File: src/hdl/tmcs_pkg.sv
`default_nettype none
package tmcs_pkg;

	localparam int LEVEL_BITS = 5;
	localparam int ROW_BITS = 20;
	localparam int LEVEL_PITCH_BITS = 36;
	localparam int TOTAL_BITS = 40;

	// PVRTC format codes
	localparam logic [5:0] FMT_PVRTC_8X8_A = 6'd42;
	localparam logic [5:0] FMT_PVRTC_16X8_A = 6'd43;
	localparam logic [5:0] FMT_PVRTC_8X8_B = 6'd44;
	localparam logic [5:0] FMT_PVRTC_16X8_B = 6'd45;

	// floor(x / d) == (x * RECIP_d) >> RECIP_SHIFT for every x below 2^17
	localparam int RECIP_SHIFT = 21;
	localparam logic [17:0] RECIP_10 = 18'd209716;
	localparam logic [17:0] RECIP_12 = 18'd174763;

	typedef enum logic [1:0] {
		ST_IDLE,
		ST_RUN,
		ST_DRAIN,
		ST_FINISH
	} state_t;

	typedef struct packed {
		logic [2:0] bytes_log2;
		logic [3:0] dim;
	} blk_t;

	typedef struct packed {
		logic start;
		logic issue;
		logic last;
		logic [LEVEL_BITS-1:0] level;
		logic load;
	} cmd_t;

	typedef struct packed {
		logic [LEVEL_BITS-1:0] last_level;
		logic last_done;
		logic out_free;
	} sts_t;

	function automatic blk_t blk_lookup(input logic [5:0] fmt);
		blk_t b;
		b = '{bytes_log2: 3'd0, dim: 4'd0};
		unique case (fmt)
			6'd1: b = '{3'd0, 4'd1};
			6'd2, 6'd12, 6'd15, 6'd16: b = '{3'd2, 4'd1};
			6'd3, 6'd4, 6'd5, 6'd14: b = '{3'd1, 4'd1};
			6'd10, 6'd13: b = '{3'd3, 4'd1};
			6'd11: b = '{3'd4, 4'd1};
			6'd30, 6'd46: b = '{3'd3, 4'd4};
			6'd31, 6'd32, 6'd33, 6'd34, 6'd35, 6'd36, 6'd47, 6'd51: b = '{3'd4, 4'd4};
			6'd42, 6'd44: b = '{3'd1, 4'd2};
			6'd43, 6'd45: b = '{3'd1, 4'd4};
			6'd48, 6'd52: b = '{3'd4, 4'd8};
			6'd49, 6'd53: b = '{3'd4, 4'd10};
			6'd50, 6'd54: b = '{3'd4, 4'd12};
			default: b = '{3'd0, 4'd0};
		endcase
		return b;
	endfunction

	// Whole blocks covering n texels; n is at least 1, a zero dim gives 0
	function automatic logic [15:0] ceil_blocks(input logic [15:0] n, input logic [3:0] dim);
		logic [16:0] x;
		logic [34:0] p;
		logic [15:0] r;
		x = 17'(n) + 17'(dim) - 17'd1;
		p = '0;
		r = '0;
		unique case (dim)
			4'd1: r = x[15:0];
			4'd2: r = x[16:1];
			4'd4: r = 16'(x >> 2);
			4'd8: r = 16'(x >> 3);
			4'd10: begin
				p = 35'(x) * 35'(RECIP_10);
				r = 16'(p >> RECIP_SHIFT);
			end
			4'd12: begin
				p = 35'(x) * 35'(RECIP_12);
				r = 16'(p >> RECIP_SHIFT);
			end
			default: r = '0;
		endcase
		return r;
	endfunction

endpackage
`default_nettype wire

File: src/hdl/texture_mip_chain_size_top.sv
`default_nettype none
// channel   | handshake                  | payload
// ----------+----------------------------+----------------------------------------------
// query     | query_valid / query_stall  | format, width, height, mip_levels, query_level
// result    | result_valid / result_stall| row_pitch, level_pitch, total_size, bad_format
//
// A request walks n = max(mip_levels, query_level + 1) mip levels, one per cycle through a
// three-stage level pipeline (shift, block divide, block area), then accumulates: the
// result register loads once the last level has drained, later under result_stall.
// query_stall stays high from acceptance until the result register has been loaded; a new
// request is taken while the previous result still waits under result_stall.
// Reset clears the controller and the valid flags only.
module texture_mip_chain_size_top #(
	parameter int FORMAT_COUNT = 55,
	parameter int DIM_BITS = 16
) (
	input wire logic clk,
	input wire logic arst_n,
	input wire logic query_valid,
	output logic query_stall,
	input wire logic [5:0] format,
	input wire logic [15:0] width,
	input wire logic [15:0] height,
	input wire logic [4:0] mip_levels,
	input wire logic [4:0] query_level,
	output logic result_valid,
	input wire logic result_stall,
	output logic [19:0] row_pitch,
	output logic [35:0] level_pitch,
	output logic [39:0] total_size,
	output logic bad_format
);
	import tmcs_pkg::*;

	cmd_t cmd;
	sts_t sts;

	tmcs_ctrl u_ctrl (
		.clk(clk),
		.arst_n(arst_n),
		.query_valid(query_valid),
		.query_stall(query_stall),
		.sts(sts),
		.cmd(cmd)
	);

	tmcs_datapath #(
		.FORMAT_COUNT(FORMAT_COUNT),
		.DIM_BITS(DIM_BITS)
	) u_datapath (
		.clk(clk),
		.arst_n(arst_n),
		.cmd(cmd),
		.sts(sts),
		.format(format),
		.width(width),
		.height(height),
		.mip_levels(mip_levels),
		.query_level(query_level),
		.result_valid(result_valid),
		.result_stall(result_stall),
		.row_pitch(row_pitch),
		.level_pitch(level_pitch),
		.total_size(total_size),
		.bad_format(bad_format)
	);

endmodule
`default_nettype wire

File: src/hdl/tmcs_ctrl.sv
`default_nettype none
module tmcs_ctrl (
	input wire logic clk,
	input wire logic arst_n,
	input wire logic query_valid,
	output logic query_stall,
	input wire tmcs_pkg::sts_t sts,
	output tmcs_pkg::cmd_t cmd
);
	import tmcs_pkg::*;

	state_t state_q, state_d;
	logic [LEVEL_BITS-1:0] lvl_q, lvl_d;

	always_ff @(posedge clk or negedge arst_n) begin
		if (!arst_n) begin
			state_q <= ST_IDLE;
			lvl_q <= '0;
		end else begin
			state_q <= state_d;
			lvl_q <= lvl_d;
		end
	end

	always_comb begin
		state_d = state_q;
		lvl_d = lvl_q;
		cmd = '0;
		cmd.level = lvl_q;
		query_stall = (state_q != ST_IDLE);
		unique case (state_q)
			ST_IDLE: begin
				lvl_d = '0;
				if (query_valid) begin
					cmd.start = 1'b1;
					state_d = ST_RUN;
				end
			end
			ST_RUN: begin
				// issue one mip level per cycle
				cmd.issue = 1'b1;
				cmd.last = (lvl_q == sts.last_level);
				lvl_d = lvl_q + LEVEL_BITS'(1);
				if (cmd.last)
					state_d = ST_DRAIN;
			end
			ST_DRAIN: begin
				if (sts.last_done)
					state_d = ST_FINISH;
			end
			ST_FINISH: begin
				// hold until the result register is free
				if (sts.out_free) begin
					cmd.load = 1'b1;
					state_d = ST_IDLE;
				end
			end
			default: state_d = ST_IDLE;
		endcase
	end

endmodule
`default_nettype wire

File: src/hdl/tmcs_datapath.sv
`default_nettype none
module tmcs_datapath #(
	parameter int FORMAT_COUNT = 55,
	parameter int DIM_BITS = 16
) (
	input wire logic clk,
	input wire logic arst_n,
	input wire tmcs_pkg::cmd_t cmd,
	output tmcs_pkg::sts_t sts,
	input wire logic [5:0] format,
	input wire logic [15:0] width,
	input wire logic [15:0] height,
	input wire logic [4:0] mip_levels,
	input wire logic [4:0] query_level,
	output logic result_valid,
	input wire logic result_stall,
	output logic [19:0] row_pitch,
	output logic [35:0] level_pitch,
	output logic [39:0] total_size,
	output logic bad_format
);
	import tmcs_pkg::*;

	// request registers
	logic [DIM_BITS-1:0] w_q, h_q;
	logic [LEVEL_BITS-1:0] mips_q, qlvl_q;
	logic bad_q, pvrtc_q;
	logic [2:0] bytes_log2_q;
	logic [3:0] dim_q;
	logic [4:0] min_w_q;
	logic [3:0] min_h_q;

	blk_t blk_in;
	logic bad_in, pvrtc88_in, pvrtc168_in;

	assign blk_in = blk_lookup(format);
	assign bad_in = ({1'b0, format} >= 7'(FORMAT_COUNT)) || (blk_in.dim == 4'd0);
	assign pvrtc88_in = (format == FMT_PVRTC_8X8_A) || (format == FMT_PVRTC_8X8_B);
	assign pvrtc168_in = (format == FMT_PVRTC_16X8_A) || (format == FMT_PVRTC_16X8_B);

	always_ff @(posedge clk) begin
		if (cmd.start) begin
			w_q <= width[DIM_BITS-1:0];
			h_q <= height[DIM_BITS-1:0];
			mips_q <= mip_levels;
			qlvl_q <= query_level;
			bad_q <= bad_in;
			pvrtc_q <= pvrtc88_in || pvrtc168_in;
			bytes_log2_q <= blk_in.bytes_log2;
			dim_q <= blk_in.dim;
			min_w_q <= pvrtc168_in ? 5'd16 : (pvrtc88_in ? 5'd8 : 5'd1);
			min_h_q <= (pvrtc88_in || pvrtc168_in) ? 4'd8 : 4'd1;
		end
	end

	assign sts.last_level = (mips_q > qlvl_q) ? (mips_q - LEVEL_BITS'(1)) : qlvl_q;

	// stage 1: level dimensions
	logic [15:0] raw_w, raw_h;
	logic [15:0] lw_s1, lh_s1, rw_s1;
	logic valid_s1, query_s1, sum_s1, last_s1;

	assign raw_w = (16'(w_q) >> cmd.level) == 16'd0 ? 16'd1 : (16'(w_q) >> cmd.level);
	assign raw_h = (16'(h_q) >> cmd.level) == 16'd0 ? 16'd1 : (16'(h_q) >> cmd.level);

	always_ff @(posedge clk) begin
		rw_s1 <= raw_w;
		lw_s1 <= (raw_w < 16'(min_w_q)) ? 16'(min_w_q) : raw_w;
		lh_s1 <= (raw_h < 16'(min_h_q)) ? 16'(min_h_q) : raw_h;
		query_s1 <= (cmd.level == qlvl_q);
		sum_s1 <= (cmd.level < mips_q);
		last_s1 <= cmd.last;
	end

	// stage 2: block counts
	logic [15:0] bw_s2, bh_s2, rb_s2;
	logic [15:0] rb_pow2;
	logic valid_s2, query_s2, sum_s2, last_s2;

	// PVRTC block dims are powers of two; in every format the row uses the unclamped width
	assign rb_pow2 = (dim_q == 4'd4) ? 16'((17'(rw_s1) + 17'd3) >> 2)
		: 16'((17'(rw_s1) + 17'd1) >> 1);

	always_ff @(posedge clk) begin
		bw_s2 <= ceil_blocks(lw_s1, dim_q);
		bh_s2 <= ceil_blocks(lh_s1, dim_q);
		rb_s2 <= pvrtc_q ? rb_pow2 : ceil_blocks(rw_s1, dim_q);
		query_s2 <= query_s1;
		sum_s2 <= sum_s1;
		last_s2 <= last_s1;
	end

	// stage 3: block area
	logic [31:0] area_s3;
	logic [15:0] rb_s3;
	logic valid_s3, query_s3, sum_s3, last_s3;

	always_ff @(posedge clk) begin
		area_s3 <= 32'(bw_s2) * 32'(bh_s2);
		rb_s3 <= rb_s2;
		query_s3 <= query_s2;
		sum_s3 <= sum_s2;
		last_s3 <= last_s2;
	end

	always_ff @(posedge clk or negedge arst_n) begin
		if (!arst_n) begin
			valid_s1 <= 1'b0;
			valid_s2 <= 1'b0;
			valid_s3 <= 1'b0;
		end else begin
			valid_s1 <= cmd.issue;
			valid_s2 <= valid_s1;
			valid_s3 <= valid_s2;
		end
	end

	// accumulate: bytes per block is a power of two, so the area shifts and cannot overflow
	logic [LEVEL_PITCH_BITS-1:0] pitch;
	logic [ROW_BITS-1:0] row;
	logic [TOTAL_BITS:0] sum;
	logic [TOTAL_BITS-1:0] total_q;
	logic [LEVEL_PITCH_BITS-1:0] lvl_q;
	logic [ROW_BITS-1:0] row_q;

	assign pitch = LEVEL_PITCH_BITS'(area_s3) << bytes_log2_q;
	assign row = ROW_BITS'(rb_s3) << bytes_log2_q;
	assign sum = {1'b0, total_q} + (TOTAL_BITS + 1)'(pitch);

	always_ff @(posedge clk) begin
		if (cmd.start) begin
			total_q <= '0;
		end else if (valid_s3) begin
			if (sum_s3)
				total_q <= sum[TOTAL_BITS] ? '1 : sum[TOTAL_BITS-1:0];
			if (query_s3) begin
				row_q <= row;
				lvl_q <= pitch;
			end
		end
	end

	assign sts.last_done = valid_s3 && last_s3;
	assign sts.out_free = !result_valid || !result_stall;

	// result register
	always_ff @(posedge clk or negedge arst_n) begin
		if (!arst_n) begin
			result_valid <= 1'b0;
		end else if (cmd.load) begin
			result_valid <= 1'b1;
		end else if (!result_stall) begin
			result_valid <= 1'b0;
		end
	end

	always_ff @(posedge clk) begin
		if (cmd.load) begin
			row_pitch <= bad_q ? '0 : row_q;
			level_pitch <= bad_q ? '0 : lvl_q;
			total_size <= bad_q ? '0 : total_q;
			bad_format <= bad_q;
		end
	end

endmodule
`default_nettype wire

File: config.mk
export PLATFORM = sky130hd
export DESIGN_NAME = texture_mip_chain_size_top
export DESIGN_NICKNAME = d
export VERILOG_FILES = /design/src/hdl/tmcs_pkg.sv /design/src/hdl/texture_mip_chain_size_top.sv /design/src/hdl/tmcs_ctrl.sv /design/src/hdl/tmcs_datapath.sv
export SDC_FILE = /design/constraint.sdc
export NUM_CORES = 2
export LEC_CHECK = 0
export BUFFER_PORTS_ARGS = -buffer_cell sky130_fd_sc_hd__buf_2
export CORE_ASPECT_RATIO = 0.7
export CORE_UTILIZATION = 40
export CTS_CLUSTER_SIZE = 12
export DETAILED_ROUTE_END_ITERATION = 8
export PLACE_DENSITY = 0.64
export SYNTH_ARGS = -nofsm -noshare
export SYNTH_HDL_FRONTEND = slang
export SYNTH_SLANG_ARGS = --single-unit
File: constraint.sdc
create_clock -name clk -period 10.68 [get_ports clk]
set_input_delay 1.602 -clock clk [delete_from_list [all_inputs] [get_ports clk]]
set_output_delay 1.602 -clock clk [all_outputs]
set_load 0.005 [all_outputs]
==> impl_metrics.py <==
metrics = {
    "run_status": {
        "status": "finished, final reports clean",
    },
    "final_layout": {
        "layout.nets": 7693,
        "stdcell_count": 7874,
        "utilization_pct": 43.6,
        "syn_to_final_growth_pct": 7.55,
        "fillers": 13700,
        "drive_gt1_share_pct": 6.62,
    },
    "clock_tree": {
        "cts-resized-gates": 0,
        "insertion_delay_ns": 0.59,
        "clk_pin_slew_ns": 0.07,
        "root_buffer": "clkbuf_16",
        "numClockSinks": 412,
        "cts_tree": "done",
        "cts_max_path_buffers": 3,
        "cts_hold_buf": 0,
        "cts_made_buffers": 43,
        "cts_setup_buffers": 0,
        "htreeDepth": 2,
    },
    "setup_path": {
        "reg2reg_depth": 32,
        "cp.required_ns": 11.19,
        "critPathLaunchType": "flop",
        "timing.rr.end": "u_datapath.bw_s2[10]",
        "cp_slowest_cell": "fa_1",
        "cp-end-kind": "flop",
        "worstPathMaxFanout": 8,
        "critPathTopFamily": "adder cells",
        "max_stage_delay_ns": 0.56,
        "cp.arrival_ns": 10.04,
        "crit_cells": 32,
        "critical_path_class": "reg2reg",
        "r2r_setup_slack_ns": 1.15,
        "path_buf_inv": 7,
        "rr_startpoint": "u_datapath.dim_q[1]",
    },
    "drt": {
        "dr_total_vias": 41900,
        "drt_iter0_drc": 3457,
        "routed_wl_um": 154000,
        "drc": 0,
        "dr.pass1.iters": 6,
        "wl_per_cell_um": 19.5,
        "antenna_left": 0,
        "via_per_inst": 5.32,
    },
    "floorplan": {
        "die-area_um2": 145000,
        "fp.dieW_um": 454,
        "initial_utilization_pct": 40.5,
        "die_h_um": 319,
        "core_um2": 141000,
        "fp-row-count": 115,
        "io-pin-count": 151,
    },
    "synthesis": {
        "synth_top_cell_area_share_pct": 24.8,
        "seq_area_frac_synth_pct": 18.1,
        "syn_nets": 7584,
        "avgSynthCellArea_um2": 9.78,
        "synth_edf_count": 208,
        "yosysTopAreaCell": "fa_1",
        "ys_warn_count": 0,
        "synth_flop_cell": "edfxtp_1",
        "syn-cell-area_um2": 57300,
        "syn-instance-count": 5858,
        "synthDistinctLibCells": 87,
        "synthTopCellsByArea": "fa_1, ha_1, edfxtp_1, inv_1, dfxtp_1",
        "ys_ff_latch": 412,
        "ys_async_sr_fraction_pct": 2.67,
    },
    "place": {
        "dpl.hpwl_um": 127000,
        "dp_slack_ns": 1.28,
        "place_inst": 7794,
        "port_buffers": 150,
        "gp_congestion": 0.972,
    },
    "global_routing": {
        "grt_pass1_wl_um": 243000,
        "antenna_found_initial": 3,
        "grt_usage_pct": 21.3,
        "grt_max_degree": 96,
        "grt_overflow": 0,
        "grt_pass1_vias": 42100,
    },
    "sta": {
        "tns_ns": 0,
        "fin_ws_ns": 1.15,
        "max_slew.worst_pin.slew_ns": 1.06,
        "finalHoldViolations": 0,
        "finClkSkew_ns": 0.0200,
        "maxSlewHeadroom_pct": 29.5,
        "rsz0062_at_grt": "false",
        "finalCritPeriodShare_pct": 89.2,
        "fin_crit_ns": 9.53,
        "setup_viol": 0,
        "max_clock_freq_ghz": 0.105,
        "drv_slew": 0,
    },
    "worst_hold_path": {
        "min_to": "u_datapath.rb_s3[14]",
        "hp-start": "u_datapath.rb_s2[14]",
        "hold_path_depth": 0,
        "min_path_type": "reg2reg",
    },
    "job": {
        "maxCapViolCount": 0,
    },
}
==> cell type report <==
class	count	area (µm²)	share of cell area [%]
clock inverters	11	78.8	0.128
multi-input cells	4047	41700	67.7
clock buffers	68	1190	1.93
diodes	1	2.50	0.00406
inverters	1247	4680	7.60
flip-flops and latches	412	10400	16.9
well taps	1872	2340	3.80
repair buffers	216	1250	2.02
==> routing by layer <==
metal	share of wire, %	wire length, µm	global-route usage [%]
met3	9.1	14000	4.39
met1	51	77700	34.3
met2	39	59900	29.4
met4	1.2	1850	2.52
met5	0	0	0
==> sequential cells by signal (all words and copies together), names as in the netlist, 20 cells and up <==
name and count:
u_datapath.row_q 20, u_datapath.row_pitch 20, u_datapath.lvl_q 36, u_datapath.total_size 40, u_datapath.total_q 40, u_datapath.area_s3 32
u_datapath.level_pitch 36
==> Yosys cell counts (all sizes together), types with 8 or more instances <==
cell type / number
a211o: 15
a211oi: 36
a21o: 80
a21oi: 230
a221o: 13
a221oi: 28
a222oi: 15
a22oi: 21
a31oi: 32
and2: 105
and3: 32
buf: 28
clkbuf: 124
dfrtp: 11
dfxtp: 193
edfxtp: 208
fa: 709
ha: 965
inv: 1245
mux2: 54
mux2i: 75
mux4: 38
nand2: 385
nand2b: 30
nand3: 79
nand4: 15
nor2: 177
nor2b: 125
nor3: 64
nor3b: 12
nor4: 11
o2111ai: 8
o211ai: 44
o21a: 31
o21ai: 195
o21bai: 21
o221ai: 23
o22ai: 25
o31a: 8
o31ai: 9
o41ai: 9
or2: 11
or3: 17
xnor2: 124
xor2: 71
==> worst max-delay path by stage <==
stage,startpoint,endpoint,slack [ns]
after floorplan,result_stall,u_datapath.bad_format,1.35
after global placement,u_datapath.dim_q[1],u_datapath.bw_s2[10],1.59
after detailed placement,u_datapath.dim_q[1],u_datapath.bw_s2[10],1.28
after CTS,u_datapath.dim_q[1],u_datapath.bw_s2[10],1.25
after global routing,u_datapath.dim_q[1],u_datapath.bw_s2[10],0.74
final,u_datapath.dim_q[1],u_datapath.bw_s2[10],1.15
==> metrics by stage <==
stage,area [µm²],hold slack (ns)
floorplan,57300,0.310
global placement,60300,0.312
detailed placement,60300,0.313
CTS,61600,0.328
global route,61600,0.334
finish,61600,0.325
==> layout by cell type, fill, tap and decap left out, types with 69 or more instances in the layout <==
master and count:
xnor2_1 120, nor2_1 176, buf_2 150, dfxtp_1 193
o21ai_0 194, a21o_1 80, edfxtp_1 208, xor2_1 69
inv_1 1243, nand3_1 79, nor2b_1 125, fa_1 709
mux2i_1 75, a21oi_1 230, and2_1 105, ha_1 965
nand2_1 385
==> worst register-to-register path: cells and delay by family (launching register included) <==
kind | cells | cell delay (ns)
AO/OA/AOI/OAI | 11 | 2.60
XOR/XNOR | 1 | 0.40
adder cells (fa/ha/maj) | 10 | 4.35
buffers and inverters | 7 | 1.06
flip-flops | 1 | 0.49
multiplexers | 1 | 0.28
AND/OR/NAND/NOR | 2 | 0.27
==> logic make-up (layout without fill, tap and decap cells) <==
logic type | count (synthesis) | count (layout) | synth area share (%)
simple gates | 1092 | 1092 | 9.30
fa+ha+maj | 1674 | 1674 | 45.9
flops | 412 | 412 | 18.1
buf+inv | 1399 | 1542 | 9.21
mux | 167 | 167 | 3.89
xor+xnor | 195 | 195 | 2.98
compound gates | 919 | 919 | 10.6
other cells | 0 | 1 | 0
Power is not shown: default switching activity piles up to over one toggle a cycle in this logic, so the estimate is an artifact.
